--- src/rtl/sqtr_pkg.sv ---
// ----------------------------------------------------------------------------
// sqtr_pkg
// Shared types and codes for the sleep queue with tick release.
// ----------------------------------------------------------------------------
package sqtr_pkg;

    localparam int ID_W    = 16;
    localparam int COUNT_W = 16;
    localparam int KIND_W  = 2;

    localparam logic [KIND_W-1:0] KIND_ACCEPTED = 2'd0;
    localparam logic [KIND_W-1:0] KIND_REJECTED = 2'd1;
    localparam logic [KIND_W-1:0] KIND_RELEASED = 2'd2;

    localparam logic CMD_INSERT = 1'b0;
    localparam logic CMD_TICK   = 1'b1;

    typedef enum logic [1:0] {
        ST_IDLE,
        ST_INSERT,
        ST_TICK
    } sqtr_state_t;

    // broadcast to every cell of the chain
    typedef struct packed {
        logic               shift;
        logic               load;
        logic [ID_W-1:0]    id;
        logic [COUNT_W-1:0] count;
    } sqtr_cell_ctl_t;

endpackage

--- src/rtl/sqtr_cell.sv ---
// ----------------------------------------------------------------------------
// sqtr_cell
// One slot of the sleep list: holds an id and a remaining tick count.
// Takes its right neighbor's entry on a shift, or the broadcast entry when
// the load index names this slot.
// ----------------------------------------------------------------------------
module sqtr_cell
    import sqtr_pkg::*;
#(
    parameter int IW  = 5,
    parameter int IDX = 0
)
(
    input  logic               clk,
    input  sqtr_cell_ctl_t     ctl,
    input  logic [IW-1:0]      load_idx,
    input  logic [ID_W-1:0]    nbr_id,
    input  logic [COUNT_W-1:0] nbr_count,
    output logic [ID_W-1:0]    id,
    output logic [COUNT_W-1:0] count
);

    localparam logic [IW-1:0] MY_IDX = IW'(IDX);

    logic [ID_W-1:0]    id_reg;
    logic [ID_W-1:0]    id_next;
    logic [COUNT_W-1:0] count_reg;
    logic [COUNT_W-1:0] count_next;

    always_comb
    begin
        id_next    = id_reg;
        count_next = count_reg;
        if (ctl.load && (load_idx == MY_IDX))
        begin
            id_next    = ctl.id;
            count_next = ctl.count;
        end
        else if (ctl.shift)
        begin
            id_next    = nbr_id;
            count_next = nbr_count;
        end
    end

    always_ff @(posedge clk)
    begin
        id_reg    <= id_next;
        count_reg <= count_next;
    end

    assign id    = id_reg;
    assign count = count_reg;

endmodule

--- src/rtl/sleep_queue_tick_release.sv ---
// ----------------------------------------------------------------------------
// sleep_queue_tick_release
// Ordered list of sleeping processes kept in a chain of SLOTS cells.
// ----------------------------------------------------------------------------
// An insert is accepted, then appended at the tail and answered, or rejected
// if all slots are full. A tick pass shifts the chain toward the head once per
// entry: the head entry is examined, survivors are decremented and rewritten
// at the tail, released ids go out one per cycle while the result port does
// not stall, the final one marked last. A stalled result port holds the tick
// pass at the next due entry and holds an insert until its answer can be
// registered. One item is worked on at a time; cmd_stall is high until done.
// ----------------------------------------------------------------------------
module sleep_queue_tick_release
    import sqtr_pkg::*;
#(
    parameter int SLOTS = 32
)
(
    input  logic               clk,
    input  logic               rst_n,
    input  logic               cmd_valid,
    output logic               cmd_stall,
    input  logic               command,
    input  logic [ID_W-1:0]    proc_id,
    input  logic [COUNT_W-1:0] delay_ticks,
    output logic               rsp_valid,
    input  logic               rsp_stall,
    output logic [KIND_W-1:0]  kind,
    output logic [ID_W-1:0]    released_id,
    output logic               last
);

    localparam int IW = (SLOTS > 1) ? $clog2(SLOTS) : 1;
    localparam int OW = $clog2(SLOTS + 1);
    localparam logic [OW-1:0] FULL = OW'(SLOTS);

    sqtr_state_t        state_reg, state_next;
    logic [OW-1:0]      occ_reg, occ_next;
    logic [OW-1:0]      todo_reg, todo_next;
    logic               pend_valid_reg, pend_valid_next;
    logic [ID_W-1:0]    pend_id_reg, pend_id_next;
    logic [ID_W-1:0]    ins_id_reg, ins_id_next;
    logic [COUNT_W-1:0] ins_delay_reg, ins_delay_next;
    logic               out_valid_reg, out_valid_next;
    logic [KIND_W-1:0]  out_kind_reg, out_kind_next;
    logic [ID_W-1:0]    out_id_reg, out_id_next;
    logic               out_last_reg, out_last_next;

    sqtr_cell_ctl_t     ctl;
    logic [IW-1:0]      load_idx;
    logic [ID_W-1:0]    cell_id    [SLOTS];
    logic [COUNT_W-1:0] cell_count [SLOTS];
    logic               out_free;
    logic               head_due;

    assign out_free = !out_valid_reg || !rsp_stall;
    assign head_due = (cell_count[0] <= COUNT_W'(1));

    genvar g;
    generate
        for (g = 0; g < SLOTS; g++)
        begin : g_cell
            logic [ID_W-1:0]    nbr_id;
            logic [COUNT_W-1:0] nbr_count;
            if (g == SLOTS - 1)
            begin : g_end
                assign nbr_id    = '0;
                assign nbr_count = '0;
            end
            else
            begin : g_mid
                assign nbr_id    = cell_id[g+1];
                assign nbr_count = cell_count[g+1];
            end
            sqtr_cell #(
                .IW  (IW),
                .IDX (g)
            ) u_cell (
                .clk       (clk),
                .ctl       (ctl),
                .load_idx  (load_idx),
                .nbr_id    (nbr_id),
                .nbr_count (nbr_count),
                .id        (cell_id[g]),
                .count     (cell_count[g])
            );
        end
    endgenerate

    always_comb
    begin
        state_next      = state_reg;
        occ_next        = occ_reg;
        todo_next       = todo_reg;
        pend_valid_next = pend_valid_reg;
        pend_id_next    = pend_id_reg;
        ins_id_next     = ins_id_reg;
        ins_delay_next  = ins_delay_reg;
        out_valid_next  = out_valid_reg && rsp_stall;
        out_kind_next   = out_kind_reg;
        out_id_next     = out_id_reg;
        out_last_next   = out_last_reg;
        ctl             = '0;
        load_idx        = '0;
        cmd_stall       = (state_reg != ST_IDLE);

        unique case (state_reg)
            ST_IDLE:
            begin
                if (cmd_valid)
                begin
                    if (command == CMD_INSERT)
                    begin
                        ins_id_next    = proc_id;
                        ins_delay_next = delay_ticks;
                        state_next     = ST_INSERT;
                    end
                    else
                    begin
                        todo_next       = occ_reg;
                        pend_valid_next = 1'b0;
                        state_next      = ST_TICK;
                    end
                end
            end
            ST_INSERT:
            begin
                if (out_free)
                begin
                    out_valid_next = 1'b1;
                    out_id_next    = ins_id_reg;
                    out_last_next  = 1'b1;
                    if (occ_reg == FULL)
                    begin
                        out_kind_next = KIND_REJECTED;
                    end
                    else
                    begin
                        out_kind_next = KIND_ACCEPTED;
                        ctl.load      = 1'b1;
                        ctl.id        = ins_id_reg;
                        ctl.count     = (ins_delay_reg == '0) ? COUNT_W'(1) : ins_delay_reg;
                        load_idx      = occ_reg[IW-1:0];
                        occ_next      = occ_reg + OW'(1);
                    end
                    state_next = ST_IDLE;
                end
            end
            ST_TICK:
            begin
                if (todo_reg == '0)
                begin
                    if (!pend_valid_reg)
                    begin
                        state_next = ST_IDLE;
                    end
                    else if (out_free)
                    begin
                        out_valid_next  = 1'b1;
                        out_kind_next   = KIND_RELEASED;
                        out_id_next     = pend_id_reg;
                        out_last_next   = 1'b1;
                        pend_valid_next = 1'b0;
                        state_next      = ST_IDLE;
                    end
                end
                else if (head_due)
                begin
                    if (!pend_valid_reg || out_free)
                    begin
                        if (pend_valid_reg)
                        begin
                            out_valid_next = 1'b1;
                            out_kind_next  = KIND_RELEASED;
                            out_id_next    = pend_id_reg;
                            out_last_next  = 1'b0;
                        end
                        pend_valid_next = 1'b1;
                        pend_id_next    = cell_id[0];
                        ctl.shift       = 1'b1;
                        occ_next        = occ_reg - OW'(1);
                        todo_next       = todo_reg - OW'(1);
                    end
                end
                else
                begin
                    ctl.shift = 1'b1;
                    ctl.load  = 1'b1;
                    ctl.id    = cell_id[0];
                    ctl.count = cell_count[0] - COUNT_W'(1);
                    load_idx  = IW'(occ_reg - OW'(1));
                    todo_next = todo_reg - OW'(1);
                end
            end
            default:
            begin
                state_next = ST_IDLE;
            end
        endcase
    end

    always_ff @(posedge clk or negedge rst_n)
    begin
        if (!rst_n)
        begin
            state_reg      <= ST_IDLE;
            occ_reg        <= '0;
            todo_reg       <= '0;
            pend_valid_reg <= 1'b0;
            out_valid_reg  <= 1'b0;
        end
        else
        begin
            state_reg      <= state_next;
            occ_reg        <= occ_next;
            todo_reg       <= todo_next;
            pend_valid_reg <= pend_valid_next;
            out_valid_reg  <= out_valid_next;
        end
    end

    always_ff @(posedge clk)
    begin
        pend_id_reg   <= pend_id_next;
        ins_id_reg    <= ins_id_next;
        ins_delay_reg <= ins_delay_next;
        out_kind_reg  <= out_kind_next;
        out_id_reg    <= out_id_next;
        out_last_reg  <= out_last_next;
    end

    assign rsp_valid   = out_valid_reg;
    assign kind        = out_kind_reg;
    assign released_id = out_id_reg;
    assign last        = out_last_reg;

    a_occ_bound: assert property (@(posedge clk) disable iff (!rst_n)
        occ_reg <= FULL)
        else $error("occupancy above slot count");

    a_todo_bound: assert property (@(posedge clk) disable iff (!rst_n)
        (state_reg == ST_TICK) |-> (todo_reg <= occ_reg))
        else $error("tick pass count exceeds occupancy");

    a_pend_in_tick: assert property (@(posedge clk) disable iff (!rst_n)
        pend_valid_reg |-> (state_reg == ST_TICK))
        else $error("pending release outside tick pass");

    a_rsp_hold: assert property (@(posedge clk) disable iff (!rst_n)
        (rsp_valid && rsp_stall) |=>
            (rsp_valid && $stable(kind) && $stable(released_id) && $stable(last)))
        else $error("stalled response transfer changed");

endmodule
--- config.mk ---
export PLATFORM = sky130hd
export DESIGN_NAME = sleep_queue_tick_release
export DESIGN_NICKNAME = d
export VERILOG_FILES = /design/src/rtl/sqtr_pkg.sv /design/src/rtl/sqtr_cell.sv /design/src/rtl/sleep_queue_tick_release.sv
export SDC_FILE = /design/constraint.sdc
export NUM_CORES = 1
export LEC_CHECK = 0
export BUFFER_PORTS_ARGS = -buffer_cell sky130_fd_sc_hd__buf_2
export CORE_ASPECT_RATIO = 2
export CORE_MARGIN = 2
export CORE_UTILIZATION = 50
export CTS_BUF_LIST = sky130_fd_sc_hd__clkbuf_4 sky130_fd_sc_hd__clkbuf_8
export DETAILED_ROUTE_END_ITERATION = 10
export PLACE_DENSITY = 0.68
export SLEW_MARGIN = 40
export SYNTH_ARGS = -nofsm -noshare
export SYNTH_HDL_FRONTEND = slang
export SYNTH_HIERARCHICAL = 1
export SYNTH_SLANG_ARGS = --single-unit
--- constraint.sdc ---
create_clock -name clk -period 5.81 [get_ports clk]
set_input_delay 0 -clock clk [delete_from_list [all_inputs] [get_ports clk]]
set_output_delay 0 -clock clk [all_outputs]
set_load 0.005 [all_outputs]
# Word-level counts from Yosys, hierarchy flattened
# Index checks and enable logic that the tools add are counted.
# word_totals
ff_bits,1107
output_inout_bits,21
wordCells,413
# op_classes
addsub,4
magnitude_cmp,1
eq_ne,48
muxes,198
n_bitwise,2
n_reduce_logical,85
# ops
operator,count
2-to-1 mux 16 bit,135
2-to-1 mux 33 bit,3
== test 5 bit (second input constant),16
nonzero test 2 bit,35
case mux 33 bit (2 select lines),1
2-to-1 mux 6 bit,10
== test 5 x 4 -> 1 bit (second input constant),8
2-to-1 mux 34 bit,1
logical AND 1 bit,33
case mux 16 bit (2 select lines),1
2-to-1 mux 2 bit,12
case mux 6 bit (2 select lines),2
2-to-1 mux 1 bit,23
== test 5 x 3 -> 1 bit (second input constant),4
2-to-1 mux 5 bit,4
less-or-equal comparator 16 x 1 -> 1 bit (second input constant),1
zero test 16 bit,1
!= test 2 bit (second input constant),8
subtractor 16 x 1 -> 16 bit (second input constant),1
!= test 3 bit (second input constant),5
AND reduction 5 bit,3
subtractor 6 x 1 -> 6 bit (second input constant),2
== test 5 x 2 -> 1 bit (second input constant),2
case mux 5 bit (2 select lines),1
other kinds (20),26

# Depth between registers and ports, before layout
# depth
word_depth,9
mapped_depth,14
mapped_depth_nobuf,10

# Modules after synthesis
# Netlist, hierarchy kept.
# modules_own_cells
mod,n_inst,cells_each,area_each_um2,seq_area_each_um2
sqtr_cell at g_cell[12].u_cell ...,5,70,1511.4,960.9
sqtr_cell at g_cell[21].u_cell ...,5,70,1500.2,960.9
sqtr_cell at g_cell[1].u_cell ...,4,70,1514.0,960.9
sqtr_cell at g_cell[10].u_cell ...,4,70,1502.7,960.9
sqtr_cell at g_cell[11].u_cell ...,4,70,1403.8,960.9
sleep_queue_tick_release,1,391,4403.0,2412.3
sqtr_cell at g_cell[15].u_cell ...,3,70,1392.6,960.9
sqtr_cell at g_cell[29].u_cell ...,2,71,1544.0,960.9
sqtr_cell at g_cell[3].u_cell,1,71,1522.7,960.9
sqtr_cell at g_cell[19].u_cell,1,71,1520.2,960.9
sqtr_cell at g_cell[0].u_cell,1,70,1493.9,960.9
sqtr_cell at g_cell[16].u_cell,1,70,1486.4,960.9
sqtr_cell at g_cell[31].u_cell,1,71,1388.8,960.9

# Worst setup path before layout
# OpenSTA, ideal clock, no wires.
# synth_timing
kind,register to register
startpoint,register state_reg[1]
endpoint,register g_cell[12].u_cell.count_reg[0] (enable)
t_arrival_ps,5763
t_required_ps,5416
setup_slack_ps,-347
stages_incl_launch_ff,12
n_path_buf,2
period_less_slack_ps,6157
path_cell_list,dfrtp_1 inv_1 ha_1 a21bo_2 a31oi_2 clkbuf_1 nor2_1 nor2_1 nor4b_4 nand3_4 buf_6 nand2b_1
# synth_rtl
item,line_no,rtl
start: declaration,sleep_queue_tick_release.sv:37,"sqtr_state_t state_reg, state_next;"
start signal: assignment,sleep_queue_tick_release.sv:214,state_reg <= state_next;
end signal: assignment,sqtr_cell.sv:49,count_reg <= count_next;
end: declaration,sqtr_cell.sv:27,logic [COUNT_W-1:0] count_reg;

# Final worst setup path
# layout_timing
startpoint,register g_cell[0].u_cell.count_reg[7]
endpoint,register g_cell[22].u_cell.id_reg[7] (enable)
# layout_via
elab_chain_len,7
# layout_rtl
item,line_no,rtl
start: declaration,sqtr_cell.sv:27,
start signal: assignment,sqtr_cell.sv:49,
less-or-equal comparator 16 x 1 -> 1 bit,sleep_queue_tick_release.sv:57,assign head_due = (cell_count[0] <= COUNT_W'(1));
2-to-1 mux 5 bit,sleep_queue_tick_release.sv:167,else if (head_due)
2-to-1 mux 5 bit,sleep_queue_tick_release.sv:151,if (todo_reg == '0)
case mux 5 bit (2 select lines),sleep_queue_tick_release.sv:107,unique case (state_reg)
named net load_idx[3],sleep_queue_tick_release.sv:50,logic [IW-1:0] load_idx;
== test 5 bit,sqtr_cell.sv:34,if (ctl.load && (load_idx == MY_IDX))
logical AND 1 bit,sqtr_cell.sv:34,
nonzero test 2 bit (no source line),--,
end signal: assignment,sqtr_cell.sv:48,id_reg <= id_next;
end: declaration,sqtr_cell.sv:25,logic [ID_W-1:0] id_reg;
# The timed path passes the listed nets, and every way through them passes these cells.
# A chain may end at the register's enable or synchronous reset.

==> impl_results.md <==
- Worst reg-to-reg path cell count: 10
- Number of antenna violations at the first check in global routing: 1
- Reg2Reg Capture Point: g_cell[22].u_cell/id[7]$_DFFE_PP_
- Starting Density: 0.502
- Maximum fanout along the worst path: 33
- Post-synth EDFFs: 1091
- Clock transition at the registers of the reported paths: 0.07 ns
- Outcome: finished, final reports clean
- # rows: 167
- Final Max Slew Viols: 0
- Hold Startpoint: rsp_stall
- Pre-CTS setup slack: 1.14 ns
- Final setup fails: 0
- Top Ports: 58
- MaxCap Viol Count: 0
- RSZ-0062 raised after global routing: false
- Root Buffer: clkbuf_8
- Gr ovfl total: 0
- Worst skew pair latency: 0.81 ns
- Lkg Pwr: 22.5 nW
- Rel. slew slack: 0.440
- First-pass GRT wire length: 154000 µm
- Final nets: 2982
- Reg2reg setup slack: 1.14 ns
- CTS max path bufs: 3
- Die Ht: 459 µm
- Largest net degree at the start of global routing: 43
- Post-Syn Area per Cell: 19.7 µm²
- Die area: 106000 µm²
- Final ANT Viol Nets: 0
- Post-synthesis register bit count: 1107
- Routed wire length: 98300 µm
- DR WL/cell: 22.3 µm
- Mapped cell area: 51800 µm²
- Crit path launch type: flip-flop
- Final period utilization: 0.804
- IO buf count: 57
- Post-Synth Simple-Gate Area: 0.0400
- P&R area growth vs syn: 10.6%
- Top_reg_cell synth: edfxtp_1
- H-tree depth: 4
- Drt pass-1 iters: 5
- Sequential area share after synthesis: 0.640
- Largest family of logic cells by synthesized area: multiplexers
- Min-Delay Endpoint: rsp_valid$_DFF_PN0_
- Final setup TNS: 0 ns
- Delay-heaviest family, CP: simple AND/OR/NAND/NOR gates
- Post-synthesis mux area share: 0.277
- Measured slew at the worst slew-check pin: 0.840 ns
- Detailed Route Iter0 Violations: 1095
- Slack of the critical path: 1.14 ns
- Max rail drop VDD: 315 µV
- Gr usage total: 0.187
- Fmax: 214 MHz
- Buf/Inv on CP: 2
- Nature of the critical path endpoint: flip-flop
- Asr flop ratio synth: 0.0145
- Worst path slowest cell: nand3_4
- Final Hold Fails: 0
- Vias: 24300
- Worst path cell trace: nor4_4 > nand3_1 > o211ai_4 > o21ai_0 > a21o_2 > buf_4 > and4bb_2 > nand3_4 > nand2b_1 > buf_4
- Vias in the first global route: 27300
- Critical Path AT: 5.11 ns
- Synth Area in Compound Gates: 0.0118
- Critical Path Max Stage Delay: 0.53 ns
- Width of the die: 232 µm
- Clock Skew: 0.0374 ns
- Synth Instances: 2636
- Worst hold path depth: 5
- Core area: 103000 µm²
- Tmin final: 4.67 ns
- Dpl hpwl: 67500 µm
- RD Place Congestion: 0.900
- Worst R2R Start: g_cell[0].u_cell/count[7]$_DFFE_PP_
- Synth warnings: 6
- Yosys cell types: 74
- Share of cells above drive strength 1: 0.502
- CTS tree: built
- Min-Delay Path Class: primary input to flip-flop
- # DRC: 0
- Xor/xnor share of the synthesized area: 0.00270
- Sink Count: 1107
- Vias per cell: 5.53
- TritonCTS buffer count: 153
- WS Path Type: flip-flop to flip-flop
- Cell mode on critical path: buf_4
- Critical Path RT: 6.25 ns
- Cell Pwr Density: 468 nW/µm²
- Synth Area in Adders: 0.00266
## area by class of cell
class / count / area, µm²
multi-input combinational: 1430 / 17700
tap: 1352 / 1690
fill: 7822 / 45900
clock buffer: 213 / 2600
inverter: 13 / 48.8
timing repair buffer: 229 / 1870
clock inverter: 54 / 303
antenna: 2 / 5.00
sequential: 1107 / 33200
## cells in the final DEF (no fill, tap or decap), drive strengths merged, types with 26 or more instances in the layout
cell type / count
edfxtp: 1091
mux2: 1040
clkbuf: 214
buf: 156
dlygate4sd3: 72
nor2: 55
clkinv: 44
conb: 32
nand3: 26
## worst max path at each step
stage / from / endpoint / slack [ns] / cells past startpoint
2_1_floorplan: state_reg[1]$_DFFE_PN0P_ / g_cell[17].u_cell/count[0]$_DFFE_PP_ / 0.15 / 11
3_3_place_gp: todo_reg[0]$_DFFE_PN0P_ / g_cell[1].u_cell/id[6]$_DFFE_PP_ / 1.22 / 12
3_5_place_dp: todo_reg[0]$_DFFE_PN0P_ / g_cell[9].u_cell/id[7]$_DFFE_PP_ / 1.14 / 12
4_1_cts: g_cell[0].u_cell/count[6]$_DFFE_PP_ / g_cell[22].u_cell/id[7]$_DFFE_PP_ / 1.10 / 10
5_1_grt: todo_reg[0]$_DFFE_PN0P_ / g_cell[22].u_cell/id[7]$_DFFE_PP_ / 0.85 / 12
6_report: g_cell[0].u_cell/count[7]$_DFFE_PP_ / g_cell[22].u_cell/id[7]$_DFFE_PP_ / 1.14 / 10
## routing by layer
layer / track usage / part of all wire / wire, µm
met5: 0 / 0 / 0
met4: 0.0864 / 0.042 / 4120
met3: 0.0281 / 0.028 / 2720
met2: 0.394 / 0.61 / 60100
met1: 0.164 / 0.32 / 31400
## metrics by stage
| step | util | instance area [µm²] | cells | power, mW | hold slack [ns] |
|---|---|---|---|---|---|
| after floorplan | - | 51900 | 2667 | 18.6 | -0.296 |
| after global placement | 0.519 | 53600 | 4054 | 20.7 | -0.0565 |
| after detailed placement | 0.520 | 53700 | 4056 | 21.2 | -0.0525 |
| after CTS | 0.555 | 57300 | 4395 | 27.1 | 0.155 |
| after global routing | 0.555 | 57300 | 4400 | 28.0 | 0.258 |
| final | 0.555 | 57300 | 4400 | 26.8 | 0.228 |
## timing repair
item,4_1_cts,5_1_grt
resized for setup,0,0
buffers inserted,0,0
hold endpoints to repair,100,16
hold buffers,72,1
## synthesized netlist by cell type, drive strengths merged (8+ instances only)
| cell type | instances | share of area |
|---|---|---|
| nand2b | 25 | 0.0030 |
| clkbuf | 10 | 0.00072 |
| or2 | 11 | 0.0014 |
| nand3b | 9 | 0.0033 |
| a22oi | 25 | 0.0036 |
| nand2 | 22 | 0.0016 |
| and4bb | 9 | 0.0022 |
| ha | 11 | 0.0027 |
| nor4b | 10 | 0.0043 |
| nand4 | 14 | 0.0022 |
| xor2 | 8 | 0.0014 |
| a21oi | 14 | 0.0014 |
| xnor2 | 8 | 0.0014 |
| nand3 | 26 | 0.0050 |
| nor2 | 55 | 0.0049 |
| o21ai | 14 | 0.0014 |
| mux2 | 1040 | 0.28 |
| edfxtp | 1091 | 0.63 |
| inv | 13 | 0.00094 |
| dfrtp | 16 | 0.0077 |
| buf | 107 | 0.024 |
| nor3b | 13 | 0.0034 |
| nor4 | 11 | 0.0019 |
## where the power goes
| group | internal, mW | leakage [nW] | total (mW) | switching, mW |
|---|---|---|---|---|
| logic | 3.36 | 10.6 | 7.62 | 4.26 |
| registers | 12.6 | 10.4 | 13.4 | 0.825 |
| clock network | 2.97 | 1.53 | 5.82 | 2.86 |
| total | 18.9 | 22.5 | 26.8 | 7.94 |
## kinds of logic after synthesis
| family | count (synthesis) |
|---|---|
| multiplexers | 1043 |
| AND/OR/NAND/NOR | 242 |
| buffers and inverters | 130 |
| AO/OA/AOI/OAI | 86 |
| flip-flops | 1107 |
| other | 1 |
| XOR/XNOR | 16 |
| adder cells (fa/ha/maj) | 11 |
## tightest hold or removal path: stages
cell	delay (ns)
dlygate4sd3_1	0.53
buf_2	0.14
and2_1	0.17
nor2_1	0.09
a21oi_1	0.07
No activity file was read; power rests on OpenSTA's default activity.
